$ cat config.mk
export PLATFORM = sky130hd
export DESIGN_NAME = ipv4_route_select_top
export DESIGN_NICKNAME = d
export VERILOG_FILES = /design/src/hw/rtl/ipv4rs_pkg.sv /design/src/hw/rtl/ipv4_route_select_top.sv /design/src/hw/rtl/ipv4rs_table.sv /design/src/hw/rtl/ipv4rs_sel.sv
export SDC_FILE = /design/constraint.sdc
export NUM_CORES = 2
export LEC_CHECK = 0
export ABC_AREA = 0
export BUFFER_PORTS_ARGS = -buffer_cell sky130_fd_sc_hd__buf_2
export CAP_MARGIN = 20
export CORE_ASPECT_RATIO = 0.9
export CORE_MARGIN = 5
export CORE_UTILIZATION = 41
export CTS_BUF_LIST = sky130_fd_sc_hd__clkbuf_8
export DETAILED_ROUTE_END_ITERATION = 10
export SLEW_MARGIN = 10
export SYNTH_ARGS = -nofsm -noshare
export SYNTH_HDL_FRONTEND = slang
export SYNTH_SLANG_ARGS = --single-unit
$ cat constraint.sdc
create_clock -name i_clk -period 12.7 [get_ports i_clk]
set_input_delay 0.635 -clock i_clk [delete_from_list [all_inputs] [get_ports i_clk]]
set_output_delay 0.635 -clock i_clk [all_outputs]
set_load 0.01 [all_outputs]
$ cat src/hw/rtl/ipv4rs_pkg.sv
// Shared types and constants for the IPv4 route select block.
`timescale 1ns / 1ps
`default_nettype none
package ipv4rs_pkg;

    localparam int TABLE_DEPTH = 16;
    localparam int IDX_W       = (TABLE_DEPTH > 1) ? $clog2(TABLE_DEPTH) : 1;

    localparam logic CMD_WRITE  = 1'b0;
    localparam logic CMD_LOOKUP = 1'b1;

    typedef logic [IDX_W-1:0] t_idx;

    typedef struct packed {
        logic        command;
        logic [3:0]  entry_index;
        logic        entry_valid;
        logic        entry_is_default;
        logic [31:0] entry_dest;
        logic [31:0] entry_mask;
        logic [31:0] entry_priority;
        logic [31:0] lookup_addr;
        logic        lookup_is_ipv6;
    } t_in;

    typedef struct packed {
        logic        found;
        logic [3:0]  route_index;
        logic        used_default;
        logic [31:0] route_metric;
    } t_out;

    // One table slot as read out for comparison.
    typedef struct packed {
        logic        valid;
        logic        dflt;
        logic [31:0] dest;
        logic [31:0] mask;
        logic [31:0] prio;
        t_idx        idx;
    } t_entry;

    // Sequencer controls to the selection unit.
    typedef struct packed {
        logic clr;
        logic en;
    } t_sel_ctl;

endpackage
`default_nettype wire

$ cat src/hw/rtl/ipv4_route_select_top.sv
// Top level of the IPv4 route select block: command sequencer and result register.
`timescale 1ns / 1ps
`default_nettype none
// IPv4 route table with best-route selection. A transaction is taken at a
// rising edge with start high and busy low. A write command fills one slot
// (a slot index beyond the table is ignored) and returns an all-zero result
// in the next cycle without raising busy; an IPv6 lookup does the same. An
// IPv4 lookup raises busy and walks the table one slot a cycle through a
// single match and priority comparator, paced by the one registered read
// port of the table; the last slot read then passes the comparator, and
// the result register takes the best route. The lowest-priority matching
// non-default slot wins, ties to the lower index; failing that the
// lowest-priority default slot. Each result is flagged by o_strobe high
// for exactly one cycle and stays on o_result until the
// next result; the receiver cannot stall it, so it must take it
// then. No clearing pass is needed after reset: slot flags reset at once.
module ipv4_route_select_top (
    input  wire logic             i_clk,
    input  wire logic             i_rst_n,
    input  wire logic             start,
    output logic                  busy,
    input  wire ipv4rs_pkg::t_in  i_item,
    output logic                  o_strobe,
    output ipv4rs_pkg::t_out      o_result
);
    import ipv4rs_pkg::*;

    typedef enum logic [3:0] {
        ST_IDLE  = 4'b0001,
        ST_SCAN  = 4'b0010,
        ST_DRAIN = 4'b0100,
        ST_DONE  = 4'b1000
    } t_state;

    t_state      r_state, n_state;
    t_idx        r_cnt, n_cnt;
    logic [31:0] r_addr;
    logic        r_rd_vld;
    logic        r_strobe, n_strobe;
    t_out        r_out, n_out;

    logic        accept;
    logic        wr_en;
    t_sel_ctl    sel_ctl;
    t_entry      rd_entry;
    t_out        sel_res;

    assign accept = start && (r_state == ST_IDLE);
    // out-of-range slot writes are dropped
    assign wr_en  = accept && (i_item.command == CMD_WRITE)
                    && (32'(i_item.entry_index) < 32'(TABLE_DEPTH));

    ipv4rs_table u_table (
        .i_clk      (i_clk),
        .i_rst_n    (i_rst_n),
        .i_wr_en    (wr_en),
        .i_wr_addr  (IDX_W'(i_item.entry_index)),
        .i_wr_item  (i_item),
        .i_rd_addr  (r_cnt),
        .o_rd_entry (rd_entry)
    );

    always_comb begin
        sel_ctl.clr = accept;
        sel_ctl.en  = r_rd_vld;
    end

    ipv4rs_sel u_sel (
        .i_clk   (i_clk),
        .i_rst_n (i_rst_n),
        .i_ctl   (sel_ctl),
        .i_addr  (r_addr),
        .i_entry (rd_entry),
        .o_res   (sel_res)
    );

    // sequencer: IDLE takes a transaction, SCAN issues reads, DRAIN lets the
    // last read through the comparator, DONE registers the result
    always_comb begin
        n_state  = r_state;
        n_cnt    = r_cnt;
        n_strobe = 1'b0;
        n_out    = r_out;
        unique case (r_state)
            ST_IDLE: begin
                if (start) begin
                    if (i_item.command == CMD_WRITE || i_item.lookup_is_ipv6) begin
                        n_strobe = 1'b1;
                        n_out    = '0;
                    end else begin
                        n_cnt   = '0;
                        n_state = ST_SCAN;
                    end
                end
            end
            ST_SCAN: begin
                n_cnt = r_cnt + 1'b1;
                if (r_cnt == IDX_W'(TABLE_DEPTH - 1)) begin
                    n_cnt   = '0;
                    n_state = ST_DRAIN;
                end
            end
            ST_DRAIN: begin
                n_state = ST_DONE;
            end
            ST_DONE: begin
                n_strobe = 1'b1;
                n_out    = sel_res;
                n_state  = ST_IDLE;
            end
            default: begin
                n_state = ST_IDLE;
            end
        endcase
    end

    always_ff @(posedge i_clk) begin
        if (!i_rst_n) begin
            r_state  <= ST_IDLE;
            r_cnt    <= '0;
            r_rd_vld <= 1'b0;
            r_strobe <= 1'b0;
        end else begin
            r_state  <= n_state;
            r_cnt    <= n_cnt;
            r_rd_vld <= (r_state == ST_SCAN);
            r_strobe <= n_strobe;
        end
    end

    always_ff @(posedge i_clk) begin
        r_out <= n_out;
        if (accept) begin
            r_addr <= i_item.lookup_addr;
        end
    end

    assign busy     = (r_state != ST_IDLE);
    assign o_strobe = r_strobe;
    assign o_result = r_out;

    // an IPv4 lookup always starts a scan
    a_lookup_scans: assert property (@(posedge i_clk) disable iff (!i_rst_n)
        (accept && i_item.command == CMD_LOOKUP && !i_item.lookup_is_ipv6)
        |=> (r_state == ST_SCAN))
        else $error("lookup did not start a scan");

    a_done_strobes: assert property (@(posedge i_clk) disable iff (!i_rst_n)
        (r_state == ST_DONE) |=> o_strobe)
        else $error("scan finished without a result");

    // only a finished scan can report a route
    a_found_from_scan: assert property (@(posedge i_clk) disable iff (!i_rst_n)
        (o_strobe && o_result.found) |-> $past(r_state == ST_DONE))
        else $error("route reported outside a scan");

    a_default_found: assert property (@(posedge i_clk) disable iff (!i_rst_n)
        (o_strobe && o_result.used_default) |-> o_result.found)
        else $error("default flag without a route");

    a_read_in_scan: assert property (@(posedge i_clk) disable iff (!i_rst_n)
        r_rd_vld |-> $past(r_state == ST_SCAN))
        else $error("compare enabled outside a scan");

endmodule
`default_nettype wire

$ cat src/hw/rtl/ipv4rs_table.sv
// Route table storage: flag flops plus destination, mask and priority memories.
`timescale 1ns / 1ps
`default_nettype none
module ipv4rs_table (
    input  wire logic              i_clk,
    input  wire logic              i_rst_n,
    input  wire logic              i_wr_en,
    input  wire ipv4rs_pkg::t_idx  i_wr_addr,
    input  wire ipv4rs_pkg::t_in   i_wr_item,
    input  wire ipv4rs_pkg::t_idx  i_rd_addr,
    output ipv4rs_pkg::t_entry     o_rd_entry
);
    import ipv4rs_pkg::*;

    logic [31:0] mem_dest [TABLE_DEPTH];
    logic [31:0] mem_mask [TABLE_DEPTH];
    logic [31:0] mem_prio [TABLE_DEPTH];
    logic [TABLE_DEPTH-1:0] r_valid;
    logic [TABLE_DEPTH-1:0] r_dflt;
    t_entry r_rd;

    // flags are reset; payload memories are left undefined until written
    always_ff @(posedge i_clk) begin
        if (!i_rst_n) begin
            r_valid <= '0;
            r_dflt  <= '0;
        end else if (i_wr_en) begin
            r_valid[i_wr_addr] <= i_wr_item.entry_valid;
            r_dflt[i_wr_addr]  <= i_wr_item.entry_is_default;
        end
    end

    always_ff @(posedge i_clk) begin
        if (i_wr_en) begin
            mem_dest[i_wr_addr] <= i_wr_item.entry_dest;
            mem_mask[i_wr_addr] <= i_wr_item.entry_mask;
            mem_prio[i_wr_addr] <= i_wr_item.entry_priority;
        end
        r_rd.valid <= r_valid[i_rd_addr];
        r_rd.dflt  <= r_dflt[i_rd_addr];
        r_rd.dest  <= mem_dest[i_rd_addr];
        r_rd.mask  <= mem_mask[i_rd_addr];
        r_rd.prio  <= mem_prio[i_rd_addr];
        r_rd.idx   <= i_rd_addr;
    end

    assign o_rd_entry = r_rd;

endmodule
`default_nettype wire

$ cat src/hw/rtl/ipv4rs_sel.sv
// Shared match and priority compare unit holding the running best routes.
`timescale 1ns / 1ps
`default_nettype none
module ipv4rs_sel (
    input  wire logic                i_clk,
    input  wire logic                i_rst_n,
    input  wire ipv4rs_pkg::t_sel_ctl i_ctl,
    input  wire logic [31:0]         i_addr,
    input  wire ipv4rs_pkg::t_entry  i_entry,
    output ipv4rs_pkg::t_out         o_res
);
    import ipv4rs_pkg::*;

    logic        r_hit;
    t_idx        r_hit_idx;
    logic [31:0] r_hit_prio;
    logic        r_dflt;
    t_idx        r_dflt_idx;
    logic [31:0] r_dflt_prio;

    logic        cand_have;
    logic [31:0] cand_prio;
    logic        better;
    logic        addr_match;
    logic        take;

    // one comparator, pointed at the default or the non-default best
    always_comb begin
        cand_have  = i_entry.dflt ? r_dflt : r_hit;
        cand_prio  = i_entry.dflt ? r_dflt_prio : r_hit_prio;
        better     = !cand_have || (i_entry.prio < cand_prio);
        addr_match = ((i_entry.dest ^ i_addr) & i_entry.mask) == 32'd0;
        take       = i_ctl.en && i_entry.valid && better && (i_entry.dflt || addr_match);
    end

    always_ff @(posedge i_clk) begin
        if (!i_rst_n || i_ctl.clr) begin
            r_hit  <= 1'b0;
            r_dflt <= 1'b0;
        end else if (take) begin
            if (i_entry.dflt) begin
                r_dflt <= 1'b1;
            end else begin
                r_hit <= 1'b1;
            end
        end
    end

    always_ff @(posedge i_clk) begin
        if (take && i_entry.dflt) begin
            r_dflt_idx  <= i_entry.idx;
            r_dflt_prio <= i_entry.prio;
        end
        if (take && !i_entry.dflt) begin
            r_hit_idx  <= i_entry.idx;
            r_hit_prio <= i_entry.prio;
        end
    end

    always_comb begin
        o_res = '0;
        if (r_hit) begin
            o_res.found        = 1'b1;
            o_res.route_index  = 4'(r_hit_idx);
            o_res.route_metric = r_hit_prio;
        end else if (r_dflt) begin
            o_res.found        = 1'b1;
            o_res.used_default = 1'b1;
            o_res.route_index  = 4'(r_dflt_idx);
            o_res.route_metric = r_dflt_prio;
        end
    end

endmodule
`default_nettype wire
==> run metrics <==
Nets=roughly 3.5k; fillcell total=13.3k; leakage power=24.5 nW; outcome=complete, no violations; fin crit period=4.41 ns; placed cell areas=~71,000 µm²; Fin. Hold Viols=0; DR iter-0 viols=around 2.7k; Reg2Reg Depth=7; die extent in x=438 µm; DR vias=31.4k; peak supply drop=0.0943 mV; post-synthesis cell count=around 2.8k; ys async rst share=0; register area share after synthesis=0.788; clock skew=0.0595 ns; Die Area=173,000 µm²; crit share post-route=0.348; Critical Path RT=13.28 ns; root buffer cell=clkbuf_8; routability congestion estimate=0.770; # setup viols final=0; EDFF count, synth=1,678; vias in the first global route=33.2k; final WL=approximately 160 mm; grt ovf=0; Ports=179; HP Class=in2reg; cell row count=141; path type of the worst setup path=reg2reg; worst-path maximum fanout=40; vias per cell=~5.5; worst reg2reg path endpoint=u_table.mem_mask[9][21]$_DFFE_PP_; Synth Warn #=0; unrepaired setup endpoints after global routing=false; share of cells above drive strength 1=0.318; core region area=164,000 µm²; Slew Limit Fails=0; Worst Setup Start Kind=register; All-Layer GR Usage=0.182; worst reg2reg setup slack=8.29 ns; worst r2r src=r_state[1]$_SDFFE_PN0P_; hold path start=start; max_cap viols=0; Clk Latency, worst-skew pair=0.98 ns; f_max=0.227 GHz; area of the multi-input gates=13,800 µm²; Critical Path Sink Type=register; initial antenna violation count=24; relative slew slack=0.225; Seq. cell area=between 50,000 and 60,000 µm²; Hold Path Depth=5; average size of a mapped cell=24.1 µm²; slew at the pin closest to its max-slew limit=~1.2 ns; final instance area=77,900 µm²; synthesized cell area=67,600 µm²; clk buf depth=4; DRC=0; first drt pass iteration count=7; Fin Setup TNS=0 ns; dominant synthesized flop cell=edfxtp_1; Final Power=11.8 mW; Arrival @ worst endpoint=4.99 ns; first-pass GRT wire length=229 mm; PD cells=around 150 nW/µm²; WHS=0.114 ns; Yosys reg bits=1,824; Port Buffers=178; library cells used by synthesis=49; Layout area overhead=15.3%; setup bufs post-CTS=0; Chip Height=395 µm; DP Wirelength=between 80 and 90 mm; antenna-violating nets left=0; largest net degree at the start of global routing=150; CTS Buf Count=294; Clock transition at path regs=0.06 ns; Sink Count=1,824; CTS tree=built; syn_nets=2,982; Initial Util=0.412; H-Tree Depth=5; Hold EP=r_state[1]$_SDFFE_PN0P_; Avg WL per Cell=27.7 µm
-- cells in the mapped netlist (3+ instances only) --
cell      number  share of area
edfxtp_1    1678           0.75
mux4_2       490           0.16
dfxtp_1      146          0.043
clkbuf_1      76         0.0042
mux2i_1       49         0.0073
nand2_1       41         0.0023
buf_2         38         0.0028
a22o_1        36         0.0047
xor2_1        33         0.0043
ha_1          32         0.0059
o21ai_0       22         0.0016
nor2b_1       21         0.0019
a21oi_1       20         0.0015
nor2_1        17        0.00094
a22oi_1       15         0.0017
a21boi_0      14         0.0016
buf_1         12        0.00067
inv_1         12        0.00067
nand3_1        6        0.00044
nand4_1        6        0.00056
and2_1         4        0.00037
nor3_1         4        0.00030
and4_1         3        0.00039
nand2b_1       3        0.00028
or2_2          3        0.00028
or3_1          3        0.00028
-- metal layers --
| metal | global-route usage | vias up | part of all wire |
|---|---|---|---|
| li1 | - | 13100 | - |
| met1 | 0.238 | 16900 | 0.40 |
| met2 | 0.311 | 1157 | 0.52 |
| met3 | 0.0357 | 271 | 0.060 |
| met4 | 0.0512 | 8 | 0.022 |
| met5 | 0 | - | 0.00031 |
-- flip-flops by register name (all words and copies together), names as in the netlist, 32 cells and up --
name and count:
u_table.mem_dest 512, u_table.mem_mask 512, u_table.mem_prio 512, u_table.o_rd_entry 102, o_result 38, r_addr 32, u_sel.r_dflt_prio 32, u_sel.r_hit_prio 32
-- final cells by class --
class	instances	area share
flip-flops and latches	1824	0.684
multi-input cells	848	0.178
clock buffers	333	0.0588
well taps	2145	0.0344
repair buffers	359	0.0340
clock inverters	172	0.00971
inverters	13	0.000819
diodes	13	0.000417
-- what timing repair did --
item,4_1_cts,5_1_grt
hold buffers,129,0
hold endpoints to repair,1564,0
resized for setup,0,0
setup endpoints to repair,0,0
-- worst max-delay path by stage --
stage	from	endpoint	slack [ns]	depth (start not counted)
final	r_state[1]$_SDFFE_PN0P_	u_table.mem_mask[9][21]$_DFFE_PP_	8.29	7
after global routing	r_state[1]$_SDFFE_PN0P_	u_table.mem_mask[9][26]$_DFFE_PP_	8.07	7
after CTS	r_state[1]$_SDFFE_PN0P_	u_table.mem_mask[9][23]$_DFFE_PP_	8.19	7
after detailed placement	i_item[135]	u_table.mem_mask[9][20]$_DFFE_PP_	8.10	7
after global placement	i_item[135]	u_table.mem_mask[9][5]$_DFFE_PP_	8.10	7
after floorplan	r_state[1]$_SDFFE_PN0P_	u_table.r_dflt[3]$_SDFFE_PN0P_	4.11	7
-- worst max-delay path, cell delays in order (launching register included) --
cell and delay (ns):
dfxtp_1 0.38, nor4b_4 0.41, inv_2 0.18, nor2_4 0.16
nand3b_1 0.34, nor2_4 0.94, buf_4 0.82, buf_4 0.74
-- stage by stage --
step | worst slack (ns) | cells | util
after global routing | 8.07 | 5698 | 0.475
after detailed placement | 8.10 | 5060 | 0.434
after floorplan | 4.11 | 2811 | -
after global placement | 8.10 | 5060 | 0.434
after CTS | 8.19 | 5694 | 0.475
final | 8.29 | 5707 | 0.475
-- placed cells by master, fill, tap and decap left out, types with 36 or more instances in the layout --
master and n:
dlygate4sd3_1 129, dfxtp_1 141, nand2_1 41, clkbuf_8 333, edfxtp_1 1678, buf_4 46, clkinv_1 41, a22o_1 36
buf_2 178, mux2i_1 49, inv_1 101, mux4_2 490
-- report_power, final --
part	internal, mW	switching (mW)
Clock	2.43	2.19
Sequential	6.66	0.0462
Combinational	0.192	0.284
Total	9.28	2.53
-- cell families (layout without fill, tap and decap cells) --
group,Yosys count,count (layout),synth area share
flops,1824,1824,0.788
mux,540,540,0.171
buf+inv,139,877,0.00842
simple gates,125,125,0.0101
compound gates,118,118,0.0123
xor+xnor,33,33,0.00427
fa+ha+maj,32,32,0.00592
other cells,0,13,0
Power figures use the tool's default switching activity.
